### config.mk
export PLATFORM = sky130hd
export DESIGN_NAME = multi_channel_liveness_watchdog
export DESIGN_NICKNAME = d
export VERILOG_FILES = /design/src/hdl/mclw_pkg.sv /design/src/hdl/mclw_ram.sv /design/src/hdl/mclw_ctrl.sv /design/src/hdl/multi_channel_liveness_watchdog.sv
export SDC_FILE = /design/constraint.sdc
export NUM_CORES = 1
export LEC_CHECK = 0
export BUFFER_PORTS_ARGS = -buffer_cell sky130_fd_sc_hd__buf_2
export CAP_MARGIN = 25
export CORE_ASPECT_RATIO = 0.6
export CORE_MARGIN = 4
export CORE_UTILIZATION = 25
export CTS_BUF_LIST = sky130_fd_sc_hd__clkbuf_8
export DETAILED_ROUTE_END_ITERATION = 12
export HOLD_SLACK_MARGIN = 0.06
export REMOVE_ABC_BUFFERS = 1
export SKIP_LAST_GASP = 1
export SYNTH_ARGS = -nofsm -noshare
export SYNTH_HDL_FRONTEND = slang
export SYNTH_HIERARCHICAL = 1
export SYNTH_SLANG_ARGS = --single-unit
### constraint.sdc
create_clock -name clk_i -period 7.4 [get_ports clk_i]
set_input_delay 0 -clock clk_i [delete_from_list [all_inputs] [get_ports clk_i]]
set_output_delay 0 -clock clk_i [all_outputs]
set_load 0.01 [all_outputs]
### src/hdl/mclw_pkg.sv
// ----------------------------------------------------------------------------
// mclw_pkg
// shared types, sizes and codes of the liveness watchdog bank
// ----------------------------------------------------------------------------
package mclw_pkg;

  localparam int MAX_CHANNELS   = 16;
  localparam int COUNT_BITS     = 16;
  localparam int DEFAULT_RELOAD = 100;

  // slot index and fill count widths
  localparam int IDX_W = (MAX_CHANNELS > 1) ? $clog2(MAX_CHANNELS) : 1;
  localparam int CNT_W = $clog2(MAX_CHANNELS + 1);

  typedef enum logic [1:0] {
    MODE_REGISTER = 2'd0,
    MODE_TICK     = 2'd1,
    MODE_KICK     = 2'd2,
    MODE_QUERY    = 2'd3
  } mode_e;

  typedef enum logic [2:0] {
    KIND_ACK     = 3'd0,
    KIND_OFFLINE = 3'd1,
    KIND_STATUS  = 3'd2,
    KIND_ERROR   = 3'd3,
    KIND_DONE    = 3'd4
  } kind_e;

  typedef enum logic [2:0] {
    ST_IDLE,
    ST_REG,
    ST_KICK,
    ST_QUERY,
    ST_TICK,
    ST_TICK_DONE
  } state_e;

  typedef struct packed {
    mode_e       mode;
    logic [3:0]  channel;
    logic [7:0]  owner_tag;
    logic [15:0] reload_value;
    logic [15:0] initial_value;
    logic        has_handler;
  } in_item_t;

  typedef struct packed {
    kind_e      kind;
    logic [3:0] slot;
    logic [7:0] owner;
    logic       online;
    logic       last;
  } out_item_t;

  // one record per channel, held in the channel memory
  typedef struct packed {
    logic [COUNT_BITS-1:0] reload;
    logic [COUNT_BITS-1:0] countdown;
    logic                  online;
    logic [7:0]            owner;
    logic                  handler;
  } chan_rec_t;

endpackage

### src/hdl/mclw_ram.sv
// ----------------------------------------------------------------------------
// mclw_ram
// generic simple dual port ram, one write and one registered read port
// ----------------------------------------------------------------------------
module mclw_ram #(
  parameter int WIDTH = 8,
  parameter int DEPTH = 16,
  localparam int AW = (DEPTH > 1) ? $clog2(DEPTH) : 1
) (
  input  logic             clk_i,
  input  logic             we_i,
  input  logic [AW-1:0]    waddr_i,
  input  logic [WIDTH-1:0] wdata_i,
  input  logic             re_i,
  input  logic [AW-1:0]    raddr_i,
  output logic [WIDTH-1:0] rdata_o
);

  logic [WIDTH-1:0] mem_q [DEPTH];
  logic [WIDTH-1:0] rdata_q;

  always_ff @(posedge clk_i) begin
    if (we_i) begin
      mem_q[waddr_i] <= wdata_i;
    end
    // read data holds until the next read
    if (re_i) begin
      rdata_q <= mem_q[raddr_i];
    end
  end

  assign rdata_o = rdata_q;

endmodule

### src/hdl/mclw_ctrl.sv
// ----------------------------------------------------------------------------
// mclw_ctrl
// command sequencer: read, modify and write back channel records
// ----------------------------------------------------------------------------
module mclw_ctrl import mclw_pkg::*; (
  input  logic             clk_i,
  input  logic             rst_ni,
  input  logic             in_valid_i,
  output logic             in_ready_o,
  input  in_item_t         in_data_i,
  input  logic             out_free_i,
  output logic             push_o,
  output out_item_t        res_o,
  output logic             ram_we_o,
  output logic [IDX_W-1:0] ram_waddr_o,
  output chan_rec_t        ram_wdata_o,
  output logic             ram_re_o,
  output logic [IDX_W-1:0] ram_raddr_o,
  input  chan_rec_t        ram_rdata_i
);

  state_e           state_q, state_d;
  in_item_t         item_q, item_d;
  logic [IDX_W-1:0] idx_q, idx_d;
  logic [CNT_W-1:0] used_q, used_d;

  logic                  accept;
  logic                  ch_ok;
  logic                  table_full;
  logic                  more;
  logic [COUNT_BITS-1:0] rel_cnt;
  logic [COUNT_BITS-1:0] init_cnt;

  assign accept     = in_valid_i && in_ready_o;
  assign ch_ok      = 32'(item_q.channel) < 32'(used_q);
  assign table_full = 32'(used_q) >= MAX_CHANNELS;
  assign more       = (CNT_W'(idx_q) + CNT_W'(1)) < used_q;
  assign rel_cnt    = (item_q.reload_value == 16'd0) ? COUNT_BITS'(DEFAULT_RELOAD)
                                                     : COUNT_BITS'(item_q.reload_value);
  assign init_cnt   = (item_q.initial_value == 16'd0) ? rel_cnt
                                                      : COUNT_BITS'(item_q.initial_value);

  always_ff @(posedge clk_i or negedge rst_ni) begin
    if (!rst_ni) begin
      state_q <= ST_IDLE;
      used_q  <= '0;
      idx_q   <= '0;
    end else begin
      state_q <= state_d;
      used_q  <= used_d;
      idx_q   <= idx_d;
    end
  end

  always_ff @(posedge clk_i) begin
    item_q <= item_d;
  end

  always_comb begin
    state_d     = state_q;
    item_d      = item_q;
    idx_d       = idx_q;
    used_d      = used_q;
    in_ready_o  = 1'b0;
    push_o      = 1'b0;
    res_o       = '{kind: KIND_ACK, slot: '0, owner: '0, online: 1'b0, last: 1'b1};
    ram_re_o    = 1'b0;
    ram_raddr_o = IDX_W'(in_data_i.channel);
    ram_we_o    = 1'b0;
    ram_waddr_o = idx_q;
    ram_wdata_o = ram_rdata_i;

    unique case (state_q)
      ST_IDLE: begin
        in_ready_o = 1'b1;
        if (accept) begin
          item_d = in_data_i;
          unique case (in_data_i.mode)
            MODE_REGISTER: state_d = ST_REG;
            MODE_KICK: begin
              ram_re_o = 1'b1;
              state_d  = ST_KICK;
            end
            MODE_QUERY: begin
              ram_re_o = 1'b1;
              state_d  = ST_QUERY;
            end
            MODE_TICK: begin
              idx_d = '0;
              if (used_q == '0) begin
                state_d = ST_TICK_DONE;
              end else begin
                ram_re_o    = 1'b1;
                ram_raddr_o = '0;
                state_d     = ST_TICK;
              end
            end
            default: state_d = ST_IDLE;
          endcase
        end
      end

      ST_REG: begin
        if (out_free_i) begin
          push_o = 1'b1;
          if (table_full) begin
            res_o.kind = KIND_ERROR;
          end else begin
            ram_we_o    = 1'b1;
            ram_waddr_o = IDX_W'(used_q);
            ram_wdata_o = '{reload: rel_cnt, countdown: init_cnt, online: 1'b1,
                            owner: item_q.owner_tag, handler: item_q.has_handler};
            res_o.slot  = 4'(used_q);
            used_d      = used_q + CNT_W'(1);
          end
          state_d = ST_IDLE;
        end
      end

      ST_KICK: begin
        res_o.slot = item_q.channel;
        if (out_free_i) begin
          push_o = 1'b1;
          if (ch_ok) begin
            ram_we_o              = 1'b1;
            ram_waddr_o           = IDX_W'(item_q.channel);
            ram_wdata_o.countdown = ram_rdata_i.reload;
            ram_wdata_o.online    = 1'b1;
          end else begin
            res_o.kind = KIND_ERROR;
          end
          state_d = ST_IDLE;
        end
      end

      ST_QUERY: begin
        res_o.kind   = KIND_STATUS;
        res_o.slot   = item_q.channel;
        res_o.online = ch_ok && ram_rdata_i.online;
        if (out_free_i) begin
          push_o  = 1'b1;
          state_d = ST_IDLE;
        end
      end

      ST_TICK: begin
        res_o.kind  = KIND_OFFLINE;
        res_o.slot  = 4'(idx_q);
        res_o.owner = ram_rdata_i.owner;
        res_o.last  = 1'b0;
        // stall on the offline event until the output can take it
        if (out_free_i || ram_rdata_i.countdown != '0 || !ram_rdata_i.online ||
            !ram_rdata_i.handler) begin
          if (ram_rdata_i.countdown != '0) begin
            ram_we_o              = 1'b1;
            ram_wdata_o.countdown = ram_rdata_i.countdown - COUNT_BITS'(1);
          end else if (ram_rdata_i.online) begin
            ram_we_o           = 1'b1;
            ram_wdata_o.online = 1'b0;
            push_o             = ram_rdata_i.handler;
          end
          if (more) begin
            ram_re_o    = 1'b1;
            ram_raddr_o = idx_q + IDX_W'(1);
            idx_d       = idx_q + IDX_W'(1);
          end else begin
            state_d = ST_TICK_DONE;
          end
        end
      end

      ST_TICK_DONE: begin
        res_o.kind = KIND_DONE;
        if (out_free_i) begin
          push_o  = 1'b1;
          state_d = ST_IDLE;
        end
      end

      default: state_d = ST_IDLE;
    endcase
  end

  a_used_bound: assert property (@(posedge clk_i) disable iff (!rst_ni)
    32'(used_q) <= MAX_CHANNELS)
    else $error("fill count beyond table size");

  a_push_free: assert property (@(posedge clk_i) disable iff (!rst_ni)
    push_o |-> out_free_i)
    else $error("result pushed into a full output register");

  a_no_same_entry: assert property (@(posedge clk_i) disable iff (!rst_ni)
    (ram_we_o && ram_re_o) |-> (ram_waddr_o != ram_raddr_o))
    else $error("read and write of the same entry in one cycle");

  a_tick_idx: assert property (@(posedge clk_i) disable iff (!rst_ni)
    (state_q == ST_TICK) |-> (CNT_W'(idx_q) < used_q))
    else $error("tick walks past the registered channels");

  a_idle_no_write: assert property (@(posedge clk_i) disable iff (!rst_ni)
    (state_q == ST_IDLE) |-> !ram_we_o)
    else $error("memory written while idle");

endmodule

### src/hdl/multi_channel_liveness_watchdog.sv
// ----------------------------------------------------------------------------
// multi_channel_liveness_watchdog
// bank of liveness watchdog channels with a record memory and output register
// ----------------------------------------------------------------------------
// One command is handled at a time. Register, kick and query move to a state
// of their own and push the result from it into the output register, waiting
// while the output stalls; register writes the slot record, kick and query
// read it through the registered memory read port first. A tick visits the
// registered channels, up to MAX_CHANNELS, one per cycle through that read
// port, unless an offline event waits on a stalled output; the done marker
// that ends it may also wait on a stalled output. Channel records are not
// cleared at reset: only slots below the fill count are ever used. The next
// command is accepted while the last result still sits in the output register.
module multi_channel_liveness_watchdog import mclw_pkg::*; (
  input  logic      clk_i,
  input  logic      rst_ni,
  input  logic      in_valid_i,
  output logic      in_ready_o,
  input  in_item_t  in_data_i,
  output logic      out_valid_o,
  input  logic      out_ready_i,
  output out_item_t out_data_o
);

  logic             out_valid_q;
  out_item_t        out_data_q;
  logic             out_free;
  logic             push;
  out_item_t        res;
  logic             ram_we;
  logic [IDX_W-1:0] ram_waddr;
  chan_rec_t        ram_wdata;
  logic             ram_re;
  logic [IDX_W-1:0] ram_raddr;
  chan_rec_t        ram_rdata;

  assign out_free = !out_valid_q || out_ready_i;

  mclw_ctrl u_ctrl (
    .clk_i       (clk_i),
    .rst_ni      (rst_ni),
    .in_valid_i  (in_valid_i),
    .in_ready_o  (in_ready_o),
    .in_data_i   (in_data_i),
    .out_free_i  (out_free),
    .push_o      (push),
    .res_o       (res),
    .ram_we_o    (ram_we),
    .ram_waddr_o (ram_waddr),
    .ram_wdata_o (ram_wdata),
    .ram_re_o    (ram_re),
    .ram_raddr_o (ram_raddr),
    .ram_rdata_i (ram_rdata)
  );

  mclw_ram #(
    .WIDTH ($bits(chan_rec_t)),
    .DEPTH (MAX_CHANNELS)
  ) u_ram (
    .clk_i   (clk_i),
    .we_i    (ram_we),
    .waddr_i (ram_waddr),
    .wdata_i (ram_wdata),
    .re_i    (ram_re),
    .raddr_i (ram_raddr),
    .rdata_o (ram_rdata)
  );

  always_ff @(posedge clk_i or negedge rst_ni) begin
    if (!rst_ni) begin
      out_valid_q <= 1'b0;
    end else if (out_free) begin
      out_valid_q <= push;
    end
  end

  always_ff @(posedge clk_i) begin
    if (out_free && push) begin
      out_data_q <= res;
    end
  end

  assign out_valid_o = out_valid_q;
  assign out_data_o  = out_data_q;

endmodule
==> metrics, run 1 <==
FF-to-FF path depth=12; cell taking the most area after synthesis=edfxtp_1; 1st-iter DRT viols=2439; die width=463 um; Syn Area/Cell=slightly below 20 um^2; max-slew violation count=0; CTS clk-pin slew, worst paths=around 0.070 ns; synthesized flop and latch total=a little under 800; Syn Std Cell Area=between 0.03 and 0.04 mm^2; die area=roughly 0.13 mm^2; Finished Layout Cells=between 3000 and 4000; DR vias=approximately 17000; max_cap viols=0; register area share after synthesis=between 70% and 80%; number of clock sinks=between 700 and 800; CP cell instances=inv_1, ha_1, or4b_4, or4_1, o31ai_4, nor2_2, nor2_4, a21o_4, buf_12, mux4_2, a22oi_1, nand2_1; vias in the first global route=17200; final total power=about 14000 uW; Hold Path Depth=2; Buf+Inv Stages, Crit Path=2; r2r setup slk=around 2.1 ns; Sw Ratio=between 30 and 40%; class of the worst hold path=in -> reg; H-Tree Depth=3; Worst Tran Pin Value=1.11 ns; Die Y=~280 um; fin nets=1891; async set-reset flop share out of synthesis=~1.6%; Yosys warning total=6; Max VDD drop=roughly 0.00028 V; Setup-failing EPs final=0; most frequent cells in the layout=edfxtp_1 (776), mux4_2 (168), nand2_1 (141); P_sw=a little under 5000 uW; TritonCTS Buffers=just over 100; Crit path max-delay family=simple AND/OR/NAND/NOR gates; endpoint type of the worst setup path=register; reg2reg start=u_ram/rdata_o[10]$_DFFE_PP_; global route overflow=0; setup TNS=0 ns; Clock Power Share=22.4%; Row Count=a little under 100; Pint=9370 uW; RSZ-0062 raised after global routing=no; Vias/cell=between 4 and 5; DRT Pass-1 Iters=5; Hold Crit Start=in_data_i[42]; # resized after CTS=0; WP data required=slightly below 8 ns; synthesis-to-layout area growth=18.1%; initial antenna violation count=3; Unique masters post-synth=66; top-area cell type share of the netlist area=roughly three quarters; I/O pin cnt=70; Crit Path Class=reg -> reg; placed insts=3238; Critical Path Fanout Max=38; pin count of the biggest net entering global routing=between 80 and 90; highest-delay cell along the critical path=or4_1; crit share post-route=71.2%; Setup crit start kind=register; clock buffer depth=3; commonest non-fill, non-tap cell in the layout=edfxtp_1; LEAKAGE=about 0.012 uW; EDFF count, synth=about 780; WHS Endpoint=u_ctrl/item_q[42]$_DFFE_PP_; CTS tree=done; DRC=0; Arrival @ worst endpoint=roughly 5.7 ns; final hold slack=0.129 ns; Fmax=about 190 MHz; Mapped Cells=between 1500 and 2000; Synth Flop Type=edfxtp_1; DR WL/cell=approximately 25 um; number of setup buffers added after CTS=0; status=finished, final reports clean; core area=0.123 mm^2; post-route ant nets=0; synth top area cells=edfxtp_1 (75%), mux4_2 (12%), a22oi_1 (2.1%); dpl hpwl=slightly above 50000 um; GRT Total Usage=about an eighth; CP Depth=12; worst skew pair latency=0.77 ns; number of port buffers=69; Sequential Power Share=between 40% and 50%; starting density of the core=25.4%; Layout fillers=11800; first-pass GRT wire length=about 120000 um; Total Wirelength=86800 um; worst reg2reg endpoint=u_ram/rdata_o[17]$_DFFE_PP_; combinational share of power=roughly 28%; Worst path max stage delay=around 0.70 ns; worst clock skew=~0.057 ns; minimum clock period=5.27 ns; fraction of layout cells with a size suffix above 1=24.6%; Hold Fails Final Rpt=0; Slew HR=between 20 and 30%; power density cells=around 390 mW/mm^2; Root Driver=clkbuf_8; Placer Congestion=between 0.9 and 1
## cell usage after synthesis, types with 9 or more instances
cell	instances
nor3_1	13
inv_1	20
and3_1	9
dfrtp_1	13
nand3_1	13
a22oi_1	86
edfxtp_1	776
nor4_1	16
ha_1	13
buf_2	17
nand2_1	141
nor2_1	41
clkbuf_1	44
a21oi_1	41
buf_6	12
nor2b_1	10
mux4_2	168
o21ai_0	25
## metal layers
| layer | up-vias | part of all wire [%] | routed length (um) | track usage [%] |
|---|---|---|---|---|
| li1 | 7041 | - | - | - |
| met3 | 125 | 11 | 9420 | 3.37 |
| met2 | 1001 | 41 | 36000 | 18.1 |
| met1 | 9104 | 46 | 40000 | 20.5 |
| met5 | - | 0 | 0 | 0 |
| met4 | 0 | 1.6 | 1420 | 2.93 |
## power groups by stage
stage / sequential [uW] / combinational, uW / clock, uW
floorplan: 6900 / 2540 / 0
global placement: 7050 / 3780 / 0
detailed placement: 7070 / 3940 / 0
CTS: 6980 / 3990 / 3250
global route: 7030 / 4350 / 3480
finish: 6980 / 4040 / 3180
## layout make-up
cell class                 instances  area, um^2  share of cell area [%]
tap                             1616        2020                    5.51
sequential                       789       23600                    64.4
antenna                            1        2.50                 0.00682
clock buffer                     113        1560                    4.24
multi-input combinational        693        7090                    19.3
timing repair buffer             219        1890                    5.15
inverter                          21        78.8                   0.215
clock inverter                    70         418                    1.14
## logic make-up (layout without fill, tap and decap cells)
group / after synthesis / after routing / share of synthesized area [%]
compound gates: 214 / 214 / 4.87
xor+xnor: 10 / 10 / 0.282
fa+ha+maj: 13 / 13 / 0.524
buf+inv: 103 / 423 / 1.64
flops: 789 / 789 / 76.1
mux: 170 / 170 / 12.2
other cells: 0 / 1 / 0
simple gates: 286 / 286 / 4.38
## worst max-delay path by stage
| stage | endpoint | slack [ns] | from |
|---|---|---|---|
| floorplan | u_ram/rdata_o[0]$_DFFE_PP_ | -2.13 | u_ram/rdata_o[10]$_DFFE_PP_ |
| global placement | u_ram/rdata_o[17]$_DFFE_PP_ | 2.18 | u_ram/rdata_o[10]$_DFFE_PP_ |
| detailed placement | u_ram/rdata_o[17]$_DFFE_PP_ | 2.12 | u_ram/rdata_o[10]$_DFFE_PP_ |
| CTS | u_ram/rdata_o[17]$_DFFE_PP_ | 2.13 | u_ram/rdata_o[10]$_DFFE_PP_ |
| global route | u_ram/rdata_o[17]$_DFFE_PP_ | 1.71 | u_ram/rdata_o[10]$_DFFE_PP_ |
| finish | u_ram/rdata_o[17]$_DFFE_PP_ | 2.13 | u_ram/rdata_o[10]$_DFFE_PP_ |
## registers in the layout (all words and copies together) (netlist names)
signal / flops
out_valid_o: 1
u_ctrl/used_q: 5
out_data_o: 17
u_ctrl/idx_q: 4
u_ram/mem_q: 672
u_ram/rdata_o: 42
u_ctrl/state_q: 3
u_ctrl/item_q: 45
## through the flow
| stage | utilization [%] | area [um^2] | setup WS (ns) |
|---|---|---|---|
| floorplan | - | 30600 | -2.13 |
| global route | 29.9 | 36700 | 1.71 |
| finish | 29.9 | 36700 | 2.13 |
| detailed placement | 27.5 | 33700 | 2.12 |
| global placement | 27.4 | 33600 | 2.18 |
| CTS | 29.9 | 36600 | 2.13 |
## timing repair
action | in CTS | in global routing
endpoints found under the setup margin | 0 | 0
endpoints found under the hold margin | 110 | 0
hold buffers | 97 | 0
No activity file was read; power rests on OpenSTA's default activity.
==> run 2, diff against run 1 <==
==> constraint.sdc (replaced) <==
create_clock -name clk_i -period 5.2 [get_ports clk_i]
set_input_delay 0 -clock clk_i [delete_from_list [all_inputs] [get_ports clk_i]]
set_output_delay 0 -clock clk_i [all_outputs]
set_load 0.01 [all_outputs]
==> run 2 against run 1 <==
Highest routed layer unchanged; worst setup slack worse by 1.8 ns; total power up 44%; design area up 0.90%; non-clock buffer count up 24; utilization up 0.27 points; critical path type unchanged.
==> metrics, run 2 (synthesis results as in run 1) <==
final total power=20400 uW (+44%); die area=0.130 mm^2 (unchanged); commonest non-fill, non-tap cell in the layout=edfxtp_1; worst clock skew=0.0605 ns (+0.00362 ns); first-pass GRT wire length=124000 um (-0.63%); Final Util=30.2% (+0.27 points); Die Y=281 um (unchanged); Hold Crit Start=in_data_i[43]; highest-delay cell along the critical path=nor2_4; WP data required=5.66 ns (-2.20 ns); Setup-failing EPs final=0 (unchanged); Biggest register=u_ram/mem_q; CP cell instances=inv_1, ha_1, nand2_1, o21ai_0, a21oi_1, nor3_1, buf_4, or3_1, a221o_1, nand2_1, nor2_4, buf_4; Placer Congestion=0.883 (-4.3%); crit share post-route=94.0% (+23 points); Post-DP Area=0.0341 mm^2 (+1.2%); FF-to-FF path depth=12 (unchanged); Fmax=205 MHz (+7.7%); number of flip-flops in the largest register=672 (unchanged); Crit path max-delay family=simple AND/OR/NAND/NOR gates; Root Driver=clkbuf_8; die width=463 um (unchanged); global route overflow=0 (unchanged); initial antenna violation count=1 (-2); endpoint type of the worst setup path=register; Row Count=99 (unchanged); Worst Tran Pin Value=1.11 ns (-0.00477 ns); finished layout cell area=0.0370 mm^2 (+0.90%); Crit Path Class=reg -> reg; class of the worst hold path=in -> reg; most frequent cells in the layout=edfxtp_1 (776), mux4_2 (168), nand2_1 (141); worst skew pair latency=0.78 ns (about the same); Final WS setup=0.311 ns (-1.82 ns); reg2reg start=u_ctrl/used_q[2]$_DFFE_PN0P_; H-Tree Depth=3 (unchanged); Layout fillers=11800 (+0.034%); r2r setup slk=0.31 ns (-1.82 ns); minimum clock period=4.89 ns (-0.377 ns); RSZ-0062 raised after global routing=no; DRC=0 (unchanged); GRT Total Usage=13.1% (about the same); CTS clk-pin slew, worst paths=0.08 ns (about the same); number of clock sinks=789 (unchanged); post-route ant nets=0 (unchanged); I/O pin cnt=70 (unchanged); DR WL/cell=24.5 um (-0.69%); # resized after CTS=0 (unchanged); Hold Path Depth=2 (unchanged); Worst path max stage delay=0.80 ns (+0.10 ns); LEAKAGE=0.0120 uW (+1.6%); power density cells=551 mW/mm^2 (+42%); DR vias=17200 (-0.29%); Vias/cell=4.85 (-1.0%); clock buffer depth=3 (unchanged); CTS tree=done; WHS Endpoint=u_ctrl/item_q[43]$_DFFE_PP_; Critical Path Fanout Max=14 (-63%); worst reg2reg endpoint=u_ram/mem_q[11][6]$_DFFE_PP_; setup TNS=0 ns (unchanged); Max VDD drop=0.000457 V (+66%); Slew HR=25.4% (+0.32 points); max-slew violation count=0 (unchanged); status=finished, final reports clean; max_cap viols=0 (unchanged); core area=0.123 mm^2 (unchanged); 1st-iter DRT viols=2008 (-18%); Hold Fails Final Rpt=0 (unchanged); TritonCTS Buffers=104 (+0.97%); vias in the first global route=17200 (-0.099%); Arrival @ worst endpoint=5.35 ns (-0.37 ns); Total Wirelength=86900 um (about the same); pin count of the biggest net entering global routing=41 (-53%); dpl hpwl=52800 um (+1.9%); DRT Pass-1 Iters=8 (+3); synthesis-to-layout area growth=19.2%; Setup crit start kind=register; worst slack, placed=0.496 ns (-1.62 ns); fraction of layout cells with a size suffix above 1=25.4% (+0.76 points); Buf+Inv Stages, Crit Path=3 (+1); starting density of the core=25.4% (unchanged); fin nets=1916 (+1.3%); number of port buffers=69 (unchanged)
[run 2: cell types whose count changed in the layout (fill, tap and decap cells not counted), moves of 2 or more]
cell	delta
buf_12	+20
bufinv_16	+2
buf_4	+11
clkinv_8	-4
inv_8	+3
clkbuf_8	-8
inv_1	+6
dlygate4sd3_1	-2
buf_16	-3
[run 2: per-layer routing]
layer	GRT usage (%)	routed length, um
met5	0	0
met4	3.41	1850
met3	4.24	9270
met2	18.0	35700
met1	19.8	40100
[run 2: worst max path at each step]
stage,start,end,slack (ns),depth (start not counted)
after detailed placement,u_ram/rdata_o[10]$_DFFE_PP_,u_ram/rdata_o[16]$_DFFE_PP_,0.50,12
after global routing,u_ctrl/used_q[2]$_DFFE_PN0P_,u_ram/mem_q[11][6]$_DFFE_PP_,0.22,12
after global placement,u_ram/rdata_o[10]$_DFFE_PP_,u_ram/rdata_o[16]$_DFFE_PP_,0.62,12
after floorplan,u_ram/rdata_o[10]$_DFFE_PP_,u_ram/rdata_o[0]$_DFFE_PP_,-4.33,11
final,u_ctrl/used_q[2]$_DFFE_PN0P_,u_ram/mem_q[11][6]$_DFFE_PP_,0.31,12
after CTS,u_ram/rdata_o[10]$_DFFE_PP_,u_ram/rdata_o[16]$_DFFE_PP_,0.48,12
[run 2: cell type report]
type / instances / area (um^2) / share of cell area [%]
antenna: 1 / 2.50 / 0.00676
clock inverter: 80 / 494 / 1.34
clock buffer: 105 / 1450 / 3.90
timing repair buffer: 243 / 2250 / 6.08
multi-input combinational: 693 / 7090 / 19.2
tap: 1616 / 2020 / 5.46
sequential: 789 / 23600 / 63.8
inverter: 21 / 78.8 / 0.213
[run 2: stage by stage]
| stage | hold slack (ns) | std cells |
|---|---|---|
| floorplan | -0.296 | 1503 |
| global placement | -0.0731 | 3263 |
| detailed placement | -0.0691 | 3264 |
| CTS | 0.0624 | 3544 |
| global route | 0.0901 | 3547 |
| finish | 0.153 | 3548 |
[run 2: where the power goes]
group / switching [uW] / leakage [uW] / internal, uW
Sequential: 515 / 0.00722 / 9370
Clock: 2340 / 0.00111 / 2150
Combinational: 4040 / 0.00365 / 1970
[run 2: what timing repair did]
| item | 4_1_cts | 5_1_grt |
|---|---|---|
| buffers inserted | 0 | 0 |
| hold buffers | 95 | 0 |
| endpoints found under the hold margin | 100 | 0 |
